[config.mk]
export PLATFORM = sky130hd
export DESIGN_NAME = ire_ctrl
export DESIGN_NICKNAME = d
export VERILOG_FILES = /design/src/rtl/core/ire_pkg.sv /design/src/rtl/core/ire_ctrl.sv
export SDC_FILE = /design/constraint.sdc
export NUM_CORES = 1
export LEC_CHECK = 0
export BUFFER_PORTS_ARGS = -buffer_cell sky130_fd_sc_hd__buf_2
export CORE_AREA = 2 2 39 41
export CTS_CLUSTER_SIZE = 10
export DETAILED_ROUTE_END_ITERATION = 16
export DIE_AREA = 0 0 41 43
export PLACE_DENSITY = 0.47
export SLEW_MARGIN = 20
export SYNTH_ARGS = -nofsm -noshare
export SYNTH_HDL_FRONTEND = slang
export SYNTH_SLANG_ARGS = --single-unit
[constraint.sdc]
create_clock -name i_clk -period 1.6 [get_ports i_clk]
set_input_delay 0.16 -clock i_clk [delete_from_list [all_inputs] [get_ports i_clk]]
set_output_delay 0.16 -clock i_clk [all_outputs]
set_load 0.02 [all_outputs]
[src/rtl/core/ire_pkg.sv]
// shared types and codes of the interpolated residual engine
package ire_pkg;

    typedef logic [1:0] t_status;

    localparam t_status ST_INTERP  = 2'd0;
    localparam t_status ST_NOBRACK = 2'd1;
    localparam t_status ST_ZEROW   = 2'd2;

    typedef enum logic [2:0] {
        S_IDLE,
        S_SEARCH,
        S_FETCH_LO,
        S_FETCH_HI,
        S_SETUP,
        S_MUL,
        S_DIV,
        S_FINISH
    } t_state;

    typedef struct packed {
        logic    load;
        logic    capture;
        logic    search;
        logic    fetch_lo;
        logic    fetch_hi;
        logic    latch_lo;
        logic    setup;
        logic    mul;
        logic    div;
        logic    emit;
        t_status code;
    } t_cmd;

    typedef struct packed {
        logic hit;
        logic miss;
        logic dx_zero;
        logic mul_last;
        logic div_last;
    } t_sts;

endpackage

[src/rtl/core/ire_ctrl.sv]
// controller state machine of the interpolated residual engine
module ire_ctrl (
    input  logic          i_clk,
    input  logic          i_rst_n,
    input  logic          start,
    input  logic          i_req_type,
    input  ire_pkg::t_sts i_sts,
    output ire_pkg::t_cmd o_cmd,
    output logic          busy
);

    ire_pkg::t_state r_state;
    ire_pkg::t_state n_state;

    always_ff @(posedge i_clk) begin
        if (!i_rst_n) begin
            r_state <= ire_pkg::S_IDLE;
        end else begin
            r_state <= n_state;
        end
    end

    always_comb begin
        n_state = r_state;
        o_cmd   = '0;
        case (r_state)
            ire_pkg::S_IDLE: begin
                if (start) begin
                    if (i_req_type) begin
                        o_cmd.capture = 1'b1;
                        n_state       = ire_pkg::S_SEARCH;
                    end else begin
                        o_cmd.load = 1'b1;
                    end
                end
            end
            ire_pkg::S_SEARCH: begin
                o_cmd.search = 1'b1;
                if (i_sts.hit) begin
                    n_state = ire_pkg::S_FETCH_LO;
                end else if (i_sts.miss) begin
                    o_cmd.emit = 1'b1;
                    o_cmd.code = ire_pkg::ST_NOBRACK;
                    n_state    = ire_pkg::S_IDLE;
                end
            end
            ire_pkg::S_FETCH_LO: begin
                o_cmd.fetch_lo = 1'b1;
                n_state        = ire_pkg::S_FETCH_HI;
            end
            ire_pkg::S_FETCH_HI: begin
                o_cmd.fetch_hi = 1'b1;
                o_cmd.latch_lo = 1'b1;
                n_state        = ire_pkg::S_SETUP;
            end
            ire_pkg::S_SETUP: begin
                o_cmd.setup = 1'b1;
                n_state     = ire_pkg::S_MUL;
            end
            ire_pkg::S_MUL: begin
                if (i_sts.dx_zero) begin
                    o_cmd.emit = 1'b1;
                    o_cmd.code = ire_pkg::ST_ZEROW;
                    n_state    = ire_pkg::S_IDLE;
                end else begin
                    o_cmd.mul = 1'b1;
                    if (i_sts.mul_last) begin
                        n_state = ire_pkg::S_DIV;
                    end
                end
            end
            ire_pkg::S_DIV: begin
                o_cmd.div = 1'b1;
                if (i_sts.div_last) begin
                    n_state = ire_pkg::S_FINISH;
                end
            end
            ire_pkg::S_FINISH: begin
                o_cmd.emit = 1'b1;
                o_cmd.code = ire_pkg::ST_INTERP;
                n_state    = ire_pkg::S_IDLE;
            end
            default: begin
                n_state = ire_pkg::S_IDLE;
            end
        endcase
    end

    assign busy = (r_state != ire_pkg::S_IDLE);

endmodule

# ---- After elaboration in Yosys (flattened, before gate mapping)
# Cells that the tools add are included.
dict set report totals {
  in_bits 9
  ff_bits 3
  out_inout_bits 13
  elab_cells 39
}
dict set report op_classes {
  n_reduce_logical 3
  n_eq_ne 12
  muxes 23
}
# op count
set ops {}
lappend ops {{3-bit 2-to-1 mux} 10}
lappend ops {{3-bit case mux with 8 select lines} 1}
lappend ops {{3-bit == test, second input constant} 4}
lappend ops {{3-bit case mux with 3 select lines} 1}
lappend ops {{1-bit 2-to-1 mux} 8}
lappend ops {{3-bit by 2-bit == test with 1-bit output, second input constant} 2}
lappend ops {{2-bit 2-to-1 mux} 3}
lappend ops {{2-bit inequality test, second input constant} 3}
lappend ops {{3-bit inequality test, second input constant} 2}
lappend ops {{5-bit AND reduction} 1}
lappend ops {{3-bit by 1-bit == test with 1-bit output, second input constant} 1}
lappend ops {{3-bit zero test} 1}
lappend ops {{3-bit nonzero test} 1}

# ---- Longest topological paths before layout
# Gate-level depths: netlist of run 1.
dict set report logic_depth {
  word_depth 3
  ltp_mapped 4
  mapped_depth_nobuf 3
}

# ---- Worst setup path after synthesis of run 1
# No wires, ideal clock.
dict set report synth_path {
  path_kind {register to output}
  startpoint {register r_state[1]}
  endpoint {output o_cmd[0] (netlist bit)}
  n_path_buf 1
  path_stages_with_launch 4
  path_slack_ns 0.057
  required_ns 1.440
  arrival_time_ns 1.383
  path_cell_list {dfxtp_1 -> buf_2 -> nand2b_1 -> nor4b_1}
}
# element line_no
set synth_rtl {}
lappend synth_rtl {{start: declaration} ire_ctrl.sv:12} ;# ire_pkg::t_state r_state;
lappend synth_rtl {{start signal: assignment} ire_ctrl.sv:17} ;# r_state <= ire_pkg::S_IDLE;
lappend synth_rtl {{start signal: assignment} ire_ctrl.sv:19} ;# r_state <= n_state;
lappend synth_rtl {{end: declaration} ire_ctrl.sv:8} ;# output ire_pkg::t_cmd o_cmd,

==> results of run 1 <==
## cell usage after synthesis, drive strengths merged
master and instances:
a211o 1, a21oi 2, and2 1, and3 3, buf 4, dfxtp 3, inv 2, mux2i 1
nand2 5, nand2b 1, nand3 1, nor2 5, nor2b 2, nor3 2, nor3b 2, nor4b 1
o2111ai 1, o21a 1, o21ai 4, or4b 1
## area by class of cell
| cell class | instances | area [sq um] |
|---|---|---|
| Fill cell | 155 | 943 |
| Multi-Input combinational cell | 34 | 204 |
| Timing Repair Buffer | 23 | 123 |
| Sequential cell | 3 | 60.1 |
| Clock buffer | 4 | 26.3 |
| Tap cell | 16 | 20.0 |
| Inverter | 2 | 7.51 |
## power by group through the flow
stage                     Combinational [mW]  Clock (mW)  Sequential [mW]
final                                 0.0821       0.141           0.0844
after floorplan                       0.0489           0           0.0838
after detailed placement              0.0803           0           0.0852
after CTS                             0.0804       0.148           0.0840
after global routing                  0.0925       0.157           0.0851
after global placement                0.0808           0           0.0852
## through the flow
stage	cells	area (sq um)	worst slack (ps)
6_report	82	440	97.9
5_1_grt	82	440	3.56
4_1_cts	82	429	65.5
3_5_place_dp	78	403	329
3_3_place_gp	78	403	328
2_1_floorplan	43	292	57.0
## worst max-delay path, cell delays in order (launching register included)
cell     delay, ps
dfxtp_1        300
or4b_1         530
a21oi_2        130
buf_4          140
## final timing paths
check / end / cells past startpoint / slack (ps)
worst max-delay path: o_cmd[2] / 3 / 100
worst min-delay path: r_state[2] / 2 / 170
worst max register to register: r_state[0] / 4 / 560
worst min register to register: r_state[1] / 3 / 650
## routing by layer
layer  GRT usage  vias up  part of all wire
met3      0.0471        2             0.072
li1            -      193                 -
met1       0.163      168              0.48
met2       0.150       16              0.43
met4       0.100        0             0.017
met5           0        -                 0
## cell usage in the layout, fill, tap and decap left out, types with 3 or more instances in the layout
cell type,count
buf_4,3
buf_2,20
nand2_1,5
and3_1,3
clkbuf_4,3
o21ai_0,4
dfxtp_1,3
nor2_1,5
## timing repair
item / 4_1_cts / 5_1_grt
resized for setup: 0 / 3
hold endpoints to repair: 0 / 0
setup endpoints to repair: 0 / 2
## cells by family after synthesis
group                  synth area share
and+or+nand+nor                   0.446
AOI/OAI and AO/OA                 0.189
buffers and inverters             0.124
DFF                               0.206
muxes                            0.0343
==> metrics.md, run 1 <==
| Metric | Value |
|---|---|
| Hold buffer count at CTS | 0 |
| Largest Register | r_state |
| Final nets | 76 |
| TNS Setup | 0 ps |
| First-pass GRT wire length | 1.41 mm |
| #FFs+latches synth | 3 |
| Drt first pass iters | 2 |
| Die X | just over 40 microns |
| Setup Fix Bufs, Post-CTS | 0 |
| Biggest regs | r_state x3 |
| Violation count after the first detailed-route iteration | 5 |
| Setup-failing EPs final | 0 |
| Fin crit period | 1500 ps |
| Final Max Slew Viols | 0 |
| Tightest Pin Transition | 293 ps |
| Clk slew on worst S/H paths | 40 ps |
| LEAKAGE | approximately 0.24 nW |
| Total gr overflow | 0 |
| Total Power | just over 300 uW |
| Combinational share of power | 0.267 |
| Final hold vios | 0 |
| Clk_skew | 1.63 ps |
| DRC | 0 |
| Critical Path AT | 1340 ps |
| Sw Pwr | 101 uW |
| HPWL Detailed | 599 microns |
| Clock power share | 0.458 |
| Vias | 379 |
| Row cnt | 14 |
| Register share of total power | 0.275 |
| P per Cell Area | 698 nW/um^2 |
| Routed Antenna Nets | 0 |
| Via/cell ratio | 4.62 |
| Worst R2R Start | r_state[1] |
| Crit path launch type | flip-flop |
| Unrepaired setup endpoints after global routing | false |
| Routed len/inst | 10.2 microns |
| Total GRT Usage | 0.123 |
| I/O pin total | 22 |
| Final cycle utilization of the critical path | 0.939 |
| Synth warn | 0 |
| CTS tree | built |
| Crit-path max FO | 2 |
| Gate Count Post-Synth | 43 |
| H-Tree Depth | 1 |
| Hold WS | roughly 170 ps |
| Ranking of synthesized cells by area | dfxtp_1 21%, o21ai_0 6.9%, and3_1 6.4% |
| Finished Core Util | 0.318 |
| Worst VDD drop | 0.000306 V |
| # diodes | 0 |
| Clock Path Buffers | 2 |
| Layout area overhead | 51.1% |
| Critical path launch point | r_state[1] |
| Distinct cells, synth | 22 |
| GPL Wtd Cong | roughly 0.72 |
| Crit end category | output pin |
| Die Ht | 43 microns |
| Core Footprint | 1380 sq um |
| CTS Sinks | 3 |
| Vias in the first global route | around 340 |
| Root Driver | clkbuf_4 |
| Fmax | approximately 670 MHz |
| Mapped Area | 292 sq um |
| Final WL | 836 microns |
| Kind of critical path | reg2out |
| Max Cap Violations | 0 |
| Post-synth top area cell | dfxtp_1 |
| Hold Crit Start | i_rst_n |
| Top cell type's share of synthesized area | 0.206 |
| Slew HR | 0.804 |
| Max reg flops | 3 |
| Data required time at the worst endpoint | roughly 1400 ps |
| Largest net degree at the start of global routing | 17 |
| I/O Buffers | 21 |
| Worst Hold Class | in2reg |
| Share of layout cells above drive strength 1 | 0.424 |
| Die area | 1760 sq um |
| Sequential fraction of the synthesis area | 0.206 |
| Internal power | between 200 and 250 uW |
| Syn_nets | 52 |
| Initial core utilization | 0.211 |
| Synth Area per Inst | 6.78 sq um |
| Worst-skew pair later-pin latency | 240 ps |
| Sw Share | 0.327 |
| Total CTS buffers | 3 |
| Initial antenna violation count | 0 |
| Status | completed |
Note: power is estimated with default switching activity, not from simulation.
==> run 2, diff against run 1 <==
--- a/config.mk
+++ b/config.mk
@@ -6,11 +6,13 @@
 export NUM_CORES = 1
 export LEC_CHECK = 0
 export BUFFER_PORTS_ARGS = -buffer_cell sky130_fd_sc_hd__buf_2
+export CAP_MARGIN = 20
 export CORE_AREA = 2 2 39 41
+export CTS_BUF_LIST = sky130_fd_sc_hd__clkbuf_8 sky130_fd_sc_hd__clkbuf_16
 export CTS_CLUSTER_SIZE = 10
 export DETAILED_ROUTE_END_ITERATION = 16
 export DIE_AREA = 0 0 41 43
-export PLACE_DENSITY = 0.47
+export PLACE_DENSITY_LB_ADDON = 0.12
 export SLEW_MARGIN = 20
 export SYNTH_ARGS = -nofsm -noshare
 export SYNTH_HDL_FRONTEND = slang
==> metrics.md, run 2 (synthesis results as in run 1) <==
| Metric | Value |
|---|---|
| Worst R2R Start | r_state[1] |
| Worst VDD drop | 0.000346 V (+13%) |
| Routed Antenna Nets | 0 (unchanged) |
| Kind of critical path | reg2out |
| Status | completed |
| Clk_skew | 1.29 ps (-0.344 ps) |
| Largest Register | r_state |
| Critical path, cell by cell | or4b_1 -> a21oi_1 -> buf_2 |
| Clk slew on worst S/H paths | 30 ps (about the same) |
| Final nets | 76 (unchanged) |
| R2R cell count | 4 (unchanged) |
| Slowest-stage cell, CP | or4b_1 |
| Crit path to | o_cmd[2] |
| Hold buffer count at CTS | 0 (unchanged) |
| Finished Core Util | 0.324 (+0.00543) |
| Commonest non-fill, non-tap cells in the layout | 21 x buf_2, 5 x nand2_1, 5 x nor2_1 |
| First-pass GRT wire length | 1.35 mm (-4.4%) |
| Max Cap Violations | 0 (unchanged) |
| Total gr overflow | 0 (unchanged) |
| Filler cell count | 157 (+1.3%) |
| GPL Wtd Cong | 0.671 (-7.1%) |
| Die X | 41 microns (unchanged) |
| Crit path launch type | flip-flop |
| # diodes | 0 (unchanged) |
| Biggest regs | r_state x3 |
| Setup-failing EPs final | 0 (unchanged) |
| Unrepaired setup endpoints after global routing | false |
| H-Tree Depth | 1 (unchanged) |
| Worst path bufs/invs | 1 (unchanged) |
| Crit-path leading delay family | simple AND/OR/NAND/NOR gates |
| Stages on worst setup path | 3 (unchanged) |
| Total Power | 378 uW (+23%) |
| Fin crit period | 1510 ps (+12.0 ps) |
| Final hold vios | 0 (unchanged) |
| Crit end category | output pin |
| Setup Fix Bufs, Post-CTS | 0 (unchanged) |
| CTS tree | built |
| Crit-path max cell delay | 510 ps (-20 ps) |
| Final cycle utilization of the critical path | 0.946 (+0.00749) |
| Critical Path AT | 1350 ps (about the same) |
| HPWL Detailed | 603 microns (+0.62%) |
| TNS Setup | 0 ps (unchanged) |
| Max reg flops | 3 (unchanged) |
| Core Footprint | 1380 sq um (unchanged) |
| Largest net degree at the start of global routing | 17 (unchanged) |
| Worst R2R End | r_state[0] |
| Initial core utilization | 0.211 (unchanged) |
| LEAKAGE | 0.251 nW (+4.6%) |
| FF-to-FF setup slack | 580 ps (+20 ps) |
| Vias in the first global route | 326 (-3.0%) |
| Die area | 1760 sq um (unchanged) |
| Data required time at the worst endpoint | 1440 ps (about the same) |
| DRC | 0 (unchanged) |
| I/O pin total | 22 (unchanged) |
| Initial antenna violation count | 0 (unchanged) |
| Vias | 370 (-2.4%) |
| Die Ht | 43 microns (unchanged) |
| Layout area overhead | 53.6% |
| Most common cell after layout, fill and taps aside | buf_2 |
| Critical path launch point | r_state[1] |
| Final WL | 812 microns (-2.9%) |
| I/O Buffers | 21 (unchanged) |
| Register area | 60.1 sq um (unchanged) |
| Row cnt | 14 (unchanged) |
| Worst-skew pair later-pin latency | 220 ps (-20 ps) |
| Clock Path Buffers | 2 (unchanged) |
| Root Driver | clkbuf_8 |
| Final Max Slew Viols | 0 (unchanged) |
| Area of the multi-input gates | 195 sq um (-4.3%) |
| Routed len/inst | 9.90 microns (-2.9%) |
| Share of layout cells above drive strength 1 | 0.394 (-0.0303) |
| P per Cell Area | 844 nW/um^2 (+21%) |
| Via/cell ratio | 4.51 (-2.4%) |
| Fmax | 660 MHz (-0.79%) |
| Crit-path max FO | 2 (unchanged) |
| Worst Hold Class | in2reg |
| Slew HR | 0.795 (-0.00934) |
| Total CTS buffers | 3 (unchanged) |
| Total GRT Usage | 0.112 (-0.0110) |
| Tightest Pin Transition | 305 ps (+12.1 ps) |
| Drt first pass iters | 2 (unchanged) |
| Violation count after the first detailed-route iteration | 3 (-2) |
| Post-CTS sizing | 0 (unchanged) |
| CTS Sinks | 3 (unchanged) |
run 2: changes by cell type in the layout (fill, tap and decap cells not counted):
cell      delta
clkbuf_1     -1
inv_1        +1
a21oi_1      +1
clkbuf_8     +3
buf_4        -1
nor3_2       -1
clkbuf_4     -3
a21oi_2      -1
buf_2        +1
nor3_1       +1
run 2: area by class of cell:
cell class | count | share of cell area
timing repair buffer | 23 | 0.268
clock inverter | 1 | 0.00838
sequential | 3 | 0.134
tap | 16 | 0.0447
clock buffer | 3 | 0.0922
multi-input combinational | 34 | 0.436
inverter | 2 | 0.0168
run 2: worst register-to-register path, stage by stage (launching register included):
cell	delay, ps
dfxtp_1	290
buf_4	160
a211o_1	270
o2111ai_1	70
o21ai_0	100
run 2: metal layers:
| metal | global-route usage | up-vias | wire [microns] |
|---|---|---|---|
| met1 | 0.157 | 156 | 402 |
| met3 | 0.0157 | 2 | 44 |
| met2 | 0.150 | 16 | 346 |
| li1 | - | 196 | - |
| met5 | 0 | - | 0 |
| met4 | 0.0800 | 0 | 18 |
run 2: stage by stage:
stage | hold slack, ps | setup WS (ps) | area, sq um | std cells
final | 215 | 85.9 | 448 | 82
after global routing | 228 | 12.7 | 448 | 82
after CTS | 211 | 73.7 | 448 | 82
after detailed placement | 426 | 303 | 403 | 78
after global placement | 436 | 315 | 403 | 78
after floorplan | 277 | 57.0 | 292 | 43
run 2: how the worst min path moves through the flow:
stage	endpoint	slack (ps)	start	depth (start not counted)
detailed placement	r_state[2]	430	i_rst_n	2
global placement	r_state[2]	440	i_rst_n	2
CTS	r_state[2]	210	i_rst_n	2
global route	r_state[2]	230	i_rst_n	2
finish	r_state[2]	210	i_rst_n	2
floorplan	r_state[2]	280	i_rst_n	1
run 2: where the power goes:
group / internal (mW) / switching [mW] / total (mW)
logic: 0.0323 / 0.0477 / 0.0801
registers: 0.0791 / 0.00461 / 0.0837
clock network: 0.163 / 0.0507 / 0.214
